`config.mk`:
```
export PLATFORM = sky130hd
export DESIGN_NAME = hnvs_ctrl
export DESIGN_NICKNAME = d
export VERILOG_FILES = /design/src/hdl/hnvs_pkg.sv /design/src/hdl/hnvs_ctrl.sv
export SDC_FILE = /design/constraint.sdc
export NUM_CORES = 1
export LEC_CHECK = 0
export BUFFER_PORTS_ARGS = -buffer_cell sky130_fd_sc_hd__buf_2
export CAP_MARGIN = 25
export CORE_ASPECT_RATIO = 0.7
export CORE_MARGIN = 5
export CORE_UTILIZATION = 30
export DETAILED_ROUTE_END_ITERATION = 16
export PLACE_DENSITY = 0.56
export SLEW_MARGIN = 20
export SYNTH_ARGS = -nofsm -noshare
export SYNTH_HDL_FRONTEND = slang
export SYNTH_SLANG_ARGS = --single-unit
```
`constraint.sdc`:
```
create_clock -name clk -period 4.28 [get_ports clk]
set_clock_uncertainty 0.2 [all_clocks]
set_input_delay 0.428 -clock clk [delete_from_list [all_inputs] [get_ports clk]]
set_output_delay 0.428 -clock clk [all_outputs]
set_load 0.005 [all_outputs]
```
`src/hdl/hnvs_pkg.sv`:
```
// ----------------------------------------------------------------------------
// hnvs_pkg: shared constants and types for the nearest-vertex search
// CORDIC angle table, fixed-point constants and controller/datapath commands
// ----------------------------------------------------------------------------
`default_nettype none
package hnvs_pkg;

  localparam int METRIC_BITS_DEF = 32;
  localparam int CORDIC_STEPS    = 24;
  localparam int STEP_BITS       = 5;
  localparam int LAT_W           = 31;
  localparam int LON_W           = 32;
  localparam int IDENT_W         = 40;
  localparam int CFG_ADDR_W      = 1;
  localparam int CFG_DATA_W      = 32;

  // register indexes
  localparam logic [CFG_ADDR_W-1:0] REG_QUERY_LAT = 1'd0;
  localparam logic [CFG_ADDR_W-1:0] REG_QUERY_LON = 1'd1;

  localparam logic signed [33:0] CORDIC_GAIN = 34'sd652032874;
  localparam logic signed [33:0] Q30_ONE     = 34'sd1073741824;
  // 3.6e9 units per full turn, 3515625 = 3.6e9 / 2^10
  localparam logic [33:0] DEG_TURN = 34'd3600000000;
  localparam logic [21:0] TURN_DIV = 22'd3515625;
  // floor(2^53 / 3515625); the quotient estimate is at most two low
  localparam logic [31:0] TURN_RECIP = 32'((64'd1 << 53) / 64'(TURN_DIV));
  // rounding offset times the reciprocal
  localparam logic [63:0] TURN_BIAS  = 64'(TURN_RECIP) * 64'(TURN_DIV >> 1);

  // angle selection for one sin/cos pass
  localparam logic [1:0] ANG_DLAT  = 2'd0;
  localparam logic [1:0] ANG_DLON  = 2'd1;
  localparam logic [1:0] ANG_LAT   = 2'd2;
  localparam logic [1:0] ANG_QLAT  = 2'd3;

  // datapath commands
  typedef struct packed {
    logic       load;      // capture vertex fields
    logic       turn;      // compute turn code for selected angle
    logic [1:0] angle;     // which angle
    logic       conv_step; // one step of the angle conversion
    logic       cord_init; // start cordic from turn code
    logic       cord_step; // one cordic iteration
    logic       store;     // store the selected sin/cos result
    logic [2:0] mul_op;    // multiply phase
    logic       compare;   // compare metric and update best
    logic       clear;     // reset best state
  } hnvs_cmd_t;

  typedef struct packed {
    logic conv_done;
    logic cord_done;
  } hnvs_sts_t;

  localparam logic [2:0] MUL_NONE = 3'd0;
  localparam logic [2:0] MUL_CC   = 3'd1;
  localparam logic [2:0] MUL_SS   = 3'd2;
  localparam logic [2:0] MUL_T1   = 3'd3;
  localparam logic [2:0] MUL_T2   = 3'd4;
  localparam logic [2:0] MUL_SUM  = 3'd5;

  function automatic logic [31:0] atan_turn(input logic [STEP_BITS-1:0] i);
    logic [31:0] r;
    unique case (i)
      5'd0:  r = 32'd536870912;
      5'd1:  r = 32'd316933406;
      5'd2:  r = 32'd167458907;
      5'd3:  r = 32'd85004756;
      5'd4:  r = 32'd42667331;
      5'd5:  r = 32'd21354465;
      5'd6:  r = 32'd10679838;
      5'd7:  r = 32'd5340245;
      5'd8:  r = 32'd2670163;
      5'd9:  r = 32'd1335087;
      5'd10: r = 32'd667544;
      5'd11: r = 32'd333772;
      5'd12: r = 32'd166886;
      5'd13: r = 32'd83443;
      5'd14: r = 32'd41722;
      5'd15: r = 32'd20861;
      5'd16: r = 32'd10430;
      5'd17: r = 32'd5215;
      5'd18: r = 32'd2608;
      5'd19: r = 32'd1304;
      5'd20: r = 32'd652;
      5'd21: r = 32'd326;
      5'd22: r = 32'd163;
      5'd23: r = 32'd81;
      default: r = 32'd0;
    endcase
    return r;
  endfunction

endpackage
`default_nettype wire

```
`src/hdl/hnvs_ctrl.sv`:
```
// ----------------------------------------------------------------------------
// hnvs_ctrl: sequencer for one vertex
// Walks four angle passes (convert, cordic, store), then the products
// ----------------------------------------------------------------------------
`default_nettype none
module hnvs_ctrl (
  input  wire logic                 clk,
  input  wire logic                 rst_n,
  input  wire logic                 in_valid,
  output logic                      in_stall,
  input  wire logic                 in_main_part,
  input  wire logic                 last_vertex,
  output logic                      out_valid,
  input  wire logic                 out_stall,
  output hnvs_pkg::hnvs_cmd_t       cmd,
  input  wire hnvs_pkg::hnvs_sts_t  sts
);

  localparam logic [3:0] S_IDLE  = 4'd0;
  localparam logic [3:0] S_TURN  = 4'd1;
  localparam logic [3:0] S_CONV  = 4'd2;
  localparam logic [3:0] S_CINIT = 4'd3;
  localparam logic [3:0] S_CORD  = 4'd4;
  localparam logic [3:0] S_STORE = 4'd5;
  localparam logic [3:0] S_M1    = 4'd6;
  localparam logic [3:0] S_M2    = 4'd7;
  localparam logic [3:0] S_M3    = 4'd8;
  localparam logic [3:0] S_M4    = 4'd9;
  localparam logic [3:0] S_SUM   = 4'd10;
  localparam logic [3:0] S_CMP   = 4'd11;
  localparam logic [3:0] S_OUT   = 4'd12;

  logic [3:0] state_r, state_nxt;
  logic [1:0] ang_r, ang_nxt;
  logic       last_r, last_nxt;
  logic       accept;

  assign in_stall  = (state_r != S_IDLE);
  assign out_valid = (state_r == S_OUT);
  assign accept    = in_valid && !in_stall;

  always_ff @(posedge clk) begin
    if (!rst_n) begin
      state_r <= S_IDLE;
      ang_r   <= '0;
      last_r  <= 1'b0;
    end else begin
      state_r <= state_nxt;
      ang_r   <= ang_nxt;
      last_r  <= last_nxt;
    end
  end

  always_comb begin
    state_nxt = state_r;
    ang_nxt   = ang_r;
    last_nxt  = last_r;
    cmd       = '0;
    cmd.angle = ang_r;
    unique case (state_r)
      S_IDLE: begin
        cmd.load = accept;
        if (accept) begin
          last_nxt = last_vertex;
          ang_nxt  = hnvs_pkg::ANG_DLAT;
          if (in_main_part) state_nxt = S_TURN;
          else if (last_vertex) state_nxt = S_OUT;
        end
      end
      S_TURN: begin cmd.turn = 1'b1; state_nxt = S_CONV; end
      S_CONV: begin
        cmd.conv_step = 1'b1;
        if (sts.conv_done) state_nxt = S_CINIT;
      end
      S_CINIT: begin cmd.cord_init = 1'b1; state_nxt = S_CORD; end
      S_CORD: begin
        cmd.cord_step = 1'b1;
        if (sts.cord_done) state_nxt = S_STORE;
      end
      S_STORE: begin
        cmd.store = 1'b1;
        ang_nxt   = ang_r + 2'd1;
        state_nxt = (ang_r == hnvs_pkg::ANG_QLAT) ? S_M1 : S_TURN;
      end
      S_M1: begin cmd.mul_op = hnvs_pkg::MUL_CC; state_nxt = S_M2; end
      S_M2: begin cmd.mul_op = hnvs_pkg::MUL_SS; state_nxt = S_M3; end
      S_M3: begin cmd.mul_op = hnvs_pkg::MUL_T1; state_nxt = S_M4; end
      S_M4: begin cmd.mul_op = hnvs_pkg::MUL_T2; state_nxt = S_SUM; end
      S_SUM: begin cmd.mul_op = hnvs_pkg::MUL_SUM; state_nxt = S_CMP; end
      S_CMP: begin
        cmd.compare = 1'b1;
        state_nxt   = last_r ? S_OUT : S_IDLE;
      end
      S_OUT: begin
        if (!out_stall) begin
          cmd.clear = 1'b1;
          state_nxt = S_IDLE;
        end
      end
      default: state_nxt = S_IDLE;
    endcase
  end

endmodule
`default_nettype wire

```
==> impl_metrics.py, run 1 <==
metrics = {
    "yosys": {
        "syn_area_per_cell_um2": 7.76,
        "synth_warnings": 0,
        "synth_cell_types": 39,
        "synthesis.area_um2": 606,
        "ys_ff_latch": 7,
        "async_flop_share_pct": 0,
        "synth_edf_count": 0,
        "syn_inst": 78,
        "syn_nets": 87,
        "ys_seq_area_share_pct": 23.1,
        "ys.flop_type": "dfxtp_1",
    },
    "global_route": {
        "grt_max_degree": 21,
        "grt.total_usage_pct": 10.8,
        "antenna_found_initial": 0,
        "grt_first_pass_wirelength_mm": 2.51,
        "first_global_vias": 558,
        "grt-ovfl-total": 0,
    },
    "clocking": {
        "h-tree-depth": 1,
        "cts.root.buffer_cell": "clkbuf_4",
        "clock_latency_ns": 0.25,
        "postCtsSetupBuffers": 0,
        "tritoncts": "built",
        "postCtsHoldBufs": 0,
        "clock_sinks": 7,
        "cts_buffers": 3,
        "ctsResizeCount": 0,
        "cts_max_path_buffers": 2,
        "cts.clk_slew.worst_paths_ns": 0.05,
    },
    "layout": {
        "mostFrequentLayoutCells": "buf_2, nor2_1, dfxtp_1",
        "regArea_um2": 140,
        "fillers": 213,
        "fin_nets": 107,
        "multiInputGateArea_um2": 395,
        "layout_commonest_cell": "buf_2",
        "diodes": 0,
        "drive_above_1_share_pct": 34.0,
        "final_core_util_pct": 37.7,
        "area_delta_synth_final_pct": 17.4,
    },
    "setup_path": {
        "criticalPathCategory": "flip-flop to output port",
        "r2r_setup_slack_ns": 2.53,
        "crit_path_start": "state_r[0]$_SDFFE_PN0P_",
        "r2r_start": "state_r[0]$_SDFFE_PN0P_",
        "reg2reg_depth": 5,
        "startpoint_type": "flip-flop",
        "path_max_fanout": 20,
        "r2r_end": "ang_r[1]$_SDFFE_PN0P_",
        "worstSetupEndpointType": "output port",
        "crit_arrival_ns": 1.68,
        "crit_required_ns": 3.65,
    },
    "route": {
        "vias": 611,
        "wl_per_cell_um": 12.3,
        "post-route-drc-count": 0,
        "first_iter_violations": 13,
        "ant_nets": 0,
        "vias_per_cell": 5.13,
        "drt-total-wl_mm": 1.47,
        "drt_first_pass_iters": 4,
    },
    "power_and_ir_drop": {
        "ir_drop_v": 0.000302,
        "sequentialPowerShare_pct": 37.4,
        "p_comb_share_pct": 46.9,
        "p_leak_nw": 0.338,
        "pwr_density_cell_nw_per_um2": 538,
        "intPower_uw": 209,
        "p_switching_uw": 173,
        "netSwitchingFraction_pct": 45.3,
        "p_clk_share_pct": 15.7,
    },
    "die": {
        "chipWidth_um": 63.7,
        "dieArea_um2": 3030,
        "pin_count": 23,
        "die_y_um": 47.6,
        "std_cell_rows": 13,
        "start_util_pct": 32.1,
        "core_um2": 1890,
    },
    "min_path": {
        "hold_end": "last_r$_SDFFE_PN0P_",
        "hold_start": "last_vertex",
        "hp-class": "primary input to flip-flop",
        "worstHoldPathCells": 3,
    },
    "timing": {
        "period_share_pct": 54.0,
        "min_period_ns": 2.31,
        "drv_slew": 0,
        "worst_pin_slew_ns": 0.680,
        "max_freq_mhz": 433,
        "setup_viol_count_final": 0,
        "finalHoldViolations": 0,
        "setup_tns_ns": 0,
        "rsz0062_at_grt": "false",
        "relSlewSlack_pct": 54.6,
    },
    "run": {
        "max-cap-violations": 0,
    },
    "placed_design": {
        "io_buffers": 22,
        "routabilityCongestion": 0.789,
        "dp_hpwl_mm": 1.09,
    },
    "run_status": {
        "outcome": "completed",
    },
}
[power by group through the flow]
| stage | Combinational [mW] | Sequential (mW) | Clock, mW |
|---|---|---|---|
| after floorplan | 0.196 | 0.0927 | 0 |
| after global placement | 0.181 | 0.144 | 0 |
| after detailed placement | 0.181 | 0.143 | 0 |
| after CTS | 0.182 | 0.142 | 0.0638 |
| after global routing | 0.206 | 0.150 | 0.0692 |
| final | 0.179 | 0.143 | 0.0600 |
[worst max-delay path by stage]
stage | endpoint | slack, ns | depth (start not counted)
2_1_floorplan | cmd[0] | 2.75 | 3
3_3_place_gp | cmd[5] | 2.28 | 4
3_5_place_dp | cmd[5] | 2.24 | 4
4_1_cts | cmd[5] | 1.95 | 4
5_1_grt | cmd[5] | 1.86 | 4
6_report | cmd[5] | 1.97 | 4
[metal layers]
layer	part of all wire [%]	wire length, µm	vias up	track usage (%)
met2	39	574	22	14.2
met4	0.68	10	0	4.56
met1	49	719	268	14.0
met3	11	161	3	6.81
li1	-	-	318	-
met5	0	0	-	0
[Yosys cell counts (all sizes together) (2+ instances only)]
cell type / count / area share (%)
mux2i: 3 / 5.0
dfxtp: 7 / 23
and2: 2 / 2.3
nand3: 3 / 2.5
nand2: 6 / 3.7
nor2: 8 / 5.4
inv: 3 / 1.9
o21ai: 4 / 3.3
nor4: 3 / 4.1
nand2b: 3 / 3.5
a21boi: 2 / 2.5
buf: 7 / 9.7
o31ai: 2 / 3.3
nor2b: 2 / 2.1
nor3: 6 / 5.0
a21oi: 3 / 2.5
[cell type report]
class                   count  share of cell area [%]
inverters                   3                    1.58
multi-input cells          61                    55.6
repair buffers             22                    15.5
clock buffers               4                    3.70
well taps                  22                    3.87
flip-flops and latches      7                    19.7
[cells by family after synthesis]
kind of cell / synth area share (%)
buffers and inverters: 11.6
adders and majority gates: 2.07
xor gates and xnor gates: 1.45
muxes: 4.96
and+or+nand+nor: 36.4
AOI/OAI and AO/OA: 20.5
DFF: 23.1
[stage by stage]
| stage | instance area [µm²] | instances | hold slack, ns | power (mW) | worst slack, ns |
|---|---|---|---|---|---|
| final | 711 | 119 | 0.257 | 0.382 | 1.97 |
| after global routing | 711 | 119 | 0.255 | 0.425 | 1.86 |
| after CTS | 711 | 119 | 0.253 | 0.388 | 1.95 |
| after detailed placement | 684 | 115 | 0.279 | 0.324 | 2.24 |
| after global placement | 684 | 115 | 0.276 | 0.325 | 2.28 |
| after floorplan | 606 | 78 | 0.279 | 0.289 | 2.75 |
[critical path, stage by stage (launching register included)]
cell and delay (ns):
dfxtp_1 0.71, or2b_1 0.32, or2_4 0.25, inv_2 0.05, buf_2 0.10
[state kept, by name, summed over array words and instances, names as in the netlist]
signal and cells:
ang_r 2, state_r 4, last_r 1
No activity file was read; power rests on OpenSTA's default activity.
==> run 2, diff against run 1 <==
--- a/config.mk
+++ b/config.mk
@@ -11,7 +11,7 @@
 export CORE_MARGIN = 5
 export CORE_UTILIZATION = 30
 export DETAILED_ROUTE_END_ITERATION = 16
-export PLACE_DENSITY = 0.56
+export PLACE_DENSITY = 0.58
 export SLEW_MARGIN = 20
 export SYNTH_ARGS = -nofsm -noshare
 export SYNTH_HDL_FRONTEND = slang
==> constraint.sdc (replaced) <==
create_clock -name clk -period 2.1 [get_ports clk]
set_clock_uncertainty 0.2 [all_clocks]
set_input_delay 0.21 -clock clk [delete_from_list [all_inputs] [get_ports clk]]
set_output_delay 0.21 -clock clk [all_outputs]
set_load 0.005 [all_outputs]
==> run 2 against run 1 <==
Against the previous run: core utilization rose by 1.3 points; final cell count is 2.5% higher; die area is the same; critical path depth is 1 lower; critical path type unchanged; largest cell class unchanged; highest routed layer is now met3.
==> impl_metrics.py, run 2 (same netlist as run 1, synthesis figures left out) <==
metrics = {
    "run_status": {
        "outcome": "completed",
    },
    "route": {
        "drt_first_pass_iters": 4,
        "drt-total-wl_mm": 1.49,
        "post-route-drc-count": 0,
        "ant_nets": 0,
        "wl_per_cell_um": 12.2,
        "first_iter_violations": 17,
        "vias": 637,
        "vias_per_cell": 5.22,
    },
    "setup_path": {
        "worstPathBufferInverterCount": 1,
        "reg2reg_depth": 4,
        "max_stage_delay_ns": 0.64,
        "r2r_start": "state_r[3]$_SDFFE_PN0P_",
        "r2r_end": "state_r[3]$_SDFFE_PN0P_",
        "crit_path_start": "state_r[3]$_SDFFE_PN0P_",
        "r2r_setup_slack_ns": 0.45,
        "path_max_fanout": 16,
        "crit_required_ns": 1.69,
        "startpoint_type": "flip-flop",
        "cp_top_family": "flip-flops",
        "crit_arrival_ns": 1.51,
        "cp-endpoint": "cmd[3]",
        "cp_slowest_cell": "dfxtp_1",
        "crit_chain": "nand2b_1 > o31ai_1 > buf_2",
        "worstSetupEndpointType": "output port",
        "cp_num_cells": 3,
        "criticalPathCategory": "flip-flop to output port",
    },
    "layout": {
        "layout_commonest_cell": "buf_2",
        "top_regs": "state_r: 4 flops, ang_r: 2 flops, last_r: 1 flops",
        "diodes": 0,
        "largest_reg_flops": 4,
        "final_cells": 122,
        "top_register": "state_r",
        "drive_above_1_share_pct": 37.0,
        "area_delta_synth_final_pct": 21.3,
        "mostFrequentLayoutCells": "buf_2, nor2_1, nand2_1, nor3_1, dfxtp_1",
        "fin_nets": 110,
    },
    "clocking": {
        "tritoncts": "built",
        "clock_sinks": 7,
        "cts_buffers": 3,
        "cts.clk_slew.worst_paths_ns": 0.05,
        "cts_max_path_buffers": 2,
        "h-tree-depth": 1,
        "clock_latency_ns": 0.25,
        "ctsResizeCount": 0,
        "postCtsSetupBuffers": 0,
        "postCtsHoldBufs": 0,
        "cts.root.buffer_cell": "clkbuf_4",
    },
    "global_route": {
        "grt_first_pass_wirelength_mm": 2.42,
        "grtUsageMet1_pct": 13.1,
        "use_met2_pct": 16.0,
        "busiest_layer": "met2",
        "first_global_vias": 566,
        "gr-usage-met3_pct": 6.34,
        "antenna_found_initial": 0,
        "grt.total_usage_pct": 10.6,
        "grt-ovfl-total": 0,
        "grt_max_degree": 21,
    },
    "placed_design": {
        "dp_hpwl_mm": 1.17,
        "placedCellCount": 118,
        "io_buffers": 22,
        "routabilityCongestion": 0.874,
    },
    "die": {
        "dieArea_um2": 3030,
        "pin_count": 23,
        "std_cell_rows": 13,
        "chipWidth_um": 63.7,
        "start_util_pct": 32.1,
        "core_um2": 1890,
        "die_y_um": 47.6,
    },
    "timing": {
        "setup_viol_count_final": 0,
        "max_freq_mhz": 520,
        "drv_slew": 0,
        "rsz0062_at_grt": "false",
        "period_share_pct": 91.5,
        "worst_pin_slew_ns": 0.526,
        "finalHoldViolations": 0,
        "relSlewSlack_pct": 64.9,
        "setup_tns_ns": 0,
        "min_period_ns": 1.92,
    },
    "run": {
        "max-cap-violations": 0,
    },
    "power_and_ir_drop": {
        "finalPower_uw": 815,
        "pwr_density_cell_nw_per_um2": 1110,
        "ir_drop_v": 0.000606,
        "p_leak_nw": 0.354,
    },
    "min_path": {
        "hp-class": "primary input to flip-flop",
    },
}
run 2: changes by cell type in the layout (fill, tap and decap cells not counted):
cell	previous run	this run
buf_4	0	3
dfxtp_1	7	6
dfxtp_2	0	1
run 2: stage by stage:
stage                     hold slack [ns]  setup slack (ns)  cell area, µm²  util (%)
after floorplan                     0.138             0.753             606         -
after global placement              0.276             0.416             707      37.5
after detailed placement            0.279             0.409             707      37.5
after CTS                          0.0362             0.143             733      38.9
after global routing               0.0362            0.0191             734      38.9
final                              0.0458             0.178             734      38.9
run 2: where the power goes:
part	leakage, nW	internal, mW	switching (mW)
combinational	0.281	0.215	0.224
clock	0.0150	0.0724	0.0482
sequential	0.0576	0.167	0.0874
run 2: area by class of cell:
type	instances	area [µm²]
tap	22	27.5
clock buffer	4	26.3
timing repair buffer	25	133
inverter	3	11.3
fill	201	1150
multi-input combinational	61	395
sequential	7	141
run 2: tightest hold or removal path, cell delays in order:
cell	delay [ns]
buf_2	0.09
mux2i_1	0.06
nor2b_1	0.10
run 2: worst min path at each step:
stage	end	startpoint	cells after the start	slack, ns
final	last_r$_SDFFE_PN0P_	last_vertex	3	0.05
after floorplan	last_r$_SDFFE_PN0P_	rst_n	1	0.14
after global placement	ang_r[1]$_SDFFE_PN0P_	ang_r[1]$_SDFFE_PN0P_	2	0.28
after CTS	last_r$_SDFFE_PN0P_	last_vertex	3	0.04
after global routing	last_r$_SDFFE_PN0P_	last_vertex	3	0.04
after detailed placement	ang_r[1]$_SDFFE_PN0P_	ang_r[1]$_SDFFE_PN0P_	2	0.28
run 2: routing by layer:
| metal | wire, µm | up-vias |
|---|---|---|
| li1 | - | 326 |
| met1 | 702 | 283 |
| met2 | 631 | 28 |
| met3 | 156 | 0 |
| met4 | 0 | 0 |
| met5 | 0 | - |
==> run 3, diff against run 2 <==
--- a/config.mk
+++ b/config.mk
@@ -11,7 +11,7 @@
 export CORE_MARGIN = 5
 export CORE_UTILIZATION = 30
 export DETAILED_ROUTE_END_ITERATION = 16
-export PLACE_DENSITY = 0.58
+export PLACE_DENSITY = 0.62
 export SLEW_MARGIN = 20
 export SYNTH_ARGS = -nofsm -noshare
 export SYNTH_HDL_FRONTEND = slang
==> run 3 against run 2 <==
Against the previous run: total power increased by 1.2%; core utilization grew 0.066 points; flip-flop and latch count unchanged; global-route usage increased by 1.1 points; worst hold slack worse by 0.0085 ns; critical path depth increased by 2; sequential share of layout area rose by 0.14 points; sequential power barely moved; count of clock-buffer cells in the layout is the same; critical path type unchanged; critical endpoint is now cmd[5]; highest routed layer is now met4.
==> impl_metrics.py, run 3 (same netlist as run 1, synthesis figures left out) <==
metrics = {
    "layout": {
        "final_cells": 122,
        "diodes": 0,
        "mostFrequentLayoutCells": "buf_2, nor2_1, nand2_1, nor3_1, dfxtp_1",
        "fin_area_um2": 736,
        "top_regs": "state_r: 4 flops, ang_r: 2 flops, last_r: 1 flops",
        "fin_nets": 110,
        "area_delta_synth_final_pct": 21.5,
        "layout_commonest_cell": "buf_2",
        "drive_above_1_share_pct": 38.0,
        "fillers": 214,
        "regArea_um2": 143,
        "multiInputGateArea_um2": 395,
        "largest_reg_flops": 4,
        "top_register": "state_r",
        "final_core_util_pct": 39.0,
    },
    "power_and_ir_drop": {
        "intPower_uw": 457,
        "sequentialPowerShare_pct": 31.1,
        "p_leak_nw": 0.354,
        "p_switching_uw": 367,
        "pwr_density_cell_nw_per_um2": 1120,
        "ir_drop_v": 0.000545,
        "finalPower_uw": 824,
        "netSwitchingFraction_pct": 44.6,
        "p_clk_share_pct": 15.2,
        "p_comb_share_pct": 53.7,
    },
    "timing": {
        "setup_tns_ns": 0,
        "rsz0062_at_grt": "false",
        "relSlewSlack_pct": 76.5,
        "drv_slew": 0,
        "period_share_pct": 87.7,
        "hold_slack_ns": 0.0374,
        "finalHoldViolations": 0,
        "max_freq_mhz": 543,
        "min_period_ns": 1.84,
        "fin_ws_ns": 0.259,
        "setup_viol_count_final": 0,
        "worst_pin_slew_ns": 0.350,
    },
    "route": {
        "wl_met3_um": 142,
        "drt-total-wl_mm": 1.56,
        "routed.top_layer": "met4",
        "vias": 628,
        "first_iter_violations": 44,
        "dr_wl_met2_um": 653,
        "drt-met1-wl_um": 757,
        "ant_nets": 0,
        "wl_per_cell_um": 12.8,
        "vias_per_cell": 5.15,
        "post-route-drc-count": 0,
        "drt_first_pass_iters": 4,
    },
    "die": {
        "pin_count": 23,
        "std_cell_rows": 13,
        "start_util_pct": 32.1,
        "die_y_um": 47.6,
        "core_um2": 1890,
        "chipWidth_um": 63.7,
        "dieArea_um2": 3030,
    },
    "placed_design": {
        "placedCellCount": 118,
        "io_buffers": 22,
        "routabilityCongestion": 0.826,
        "dp_hpwl_mm": 1.20,
        "place_ws_ns": 0.400,
        "placed_area_um2": 707,
    },
    "global_route": {
        "first_global_vias": 609,
        "antenna_found_initial": 0,
        "grt-ovfl-total": 0,
        "grt_max_degree": 21,
        "grt.total_usage_pct": 11.7,
        "grt_first_pass_wirelength_mm": 2.74,
    },
    "setup_path": {
        "r2r_end": "state_r[2]$_SDFFE_PN0P_",
        "path_max_fanout": 9,
        "r2r_setup_slack_ns": 0.49,
        "startpoint_type": "flip-flop",
        "criticalPathCategory": "flip-flop to output port",
        "worstSetupEndpointType": "output port",
        "r2r_start": "state_r[0]$_SDFFE_PN0P_",
        "crit_required_ns": 1.69,
        "cp_slowest_cell": "dfxtp_1",
        "crit_chain": "buf_4 > nand2b_2 > or2_4 > inv_2 > buf_2",
        "reg2reg_depth": 4,
        "max_stage_delay_ns": 0.49,
        "crit_arrival_ns": 1.43,
    },
    "clocking": {
        "cts.clk_slew.worst_paths_ns": 0.05,
        "cts.root.buffer_cell": "clkbuf_4",
        "cts_max_path_buffers": 2,
        "h-tree-depth": 1,
        "postCtsHoldBufs": 0,
        "clock_latency_ns": 0.25,
        "clock_sinks": 7,
        "tritoncts": "built",
        "cts_buffers": 3,
    },
    "run": {
        "max-cap-violations": 0,
    },
    "run_status": {
        "outcome": "completed",
    },
    "min_path": {
        "hold_start": "last_vertex",
        "hp-class": "primary input to flip-flop",
        "worstHoldPathCells": 3,
        "hold_end": "last_r$_SDFFE_PN0P_",
    },
}
run 3: cell counts in the layout (fill, tap and decap cells not counted):
No cell type changed its count.
run 3: worst max-delay path by stage:
stage                             from                       to  cells after the start  slack, ns
2_1_floorplan  state_r[0]$_SDFFE_PN0P_  state_r[3]$_SDFFE_PN0P_                      5       0.75
6_report       state_r[2]$_SDFFE_PN0P_                   cmd[5]                      5       0.26
3_5_place_dp   state_r[1]$_SDFFE_PN0P_                  cmd[12]                      4       0.40
3_3_place_gp   state_r[3]$_SDFFE_PN0P_                   cmd[3]                      3       0.42
5_1_grt        state_r[2]$_SDFFE_PN0P_                   cmd[5]                      5       0.15
4_1_cts        state_r[1]$_SDFFE_PN0P_                  cmd[12]                      4       0.11
run 3: power groups by stage:
| stage | clock [mW] | sequential, mW | combinational, mW |
|---|---|---|---|
| floorplan | 0 | 0.189 | 0.400 |
| global placement | 0 | 0.254 | 0.435 |
| detailed placement | 0 | 0.255 | 0.441 |
| CTS | 0.131 | 0.253 | 0.446 |
| global route | 0.139 | 0.270 | 0.499 |
| finish | 0.125 | 0.256 | 0.442 |
run 3: critical path, delay by kind of cell (launching register included):
| kind | cells | cell delay [ns] |
|---|---|---|
| flops | 1 | 0.49 |
| buf+inv | 3 | 0.35 |
| simple gates | 2 | 0.34 |
run 3: routing by layer:
layer	global-route usage (%)	up-vias
met3	5.40	2
li1	-	321
met2	17.4	30
met4	4.15	0
met1	15.1	275
met5	0	-
run 3: timing repair:
| action | in CTS | in global routing |
|---|---|---|
| buffers inserted | 0 | 0 |
| gates resized for setup | 0 | 2 |
| endpoints found under the setup margin | 0 | 2 |
run 3: cell type report:
| type | count | area share [%] |
|---|---|---|
| sequential | 7 | 19.4 |
| multi-input combinational | 61 | 53.7 |
| inverter | 3 | 1.53 |
| clock buffer | 4 | 3.57 |
| tap | 22 | 3.74 |
| timing repair buffer | 25 | 18.0 |
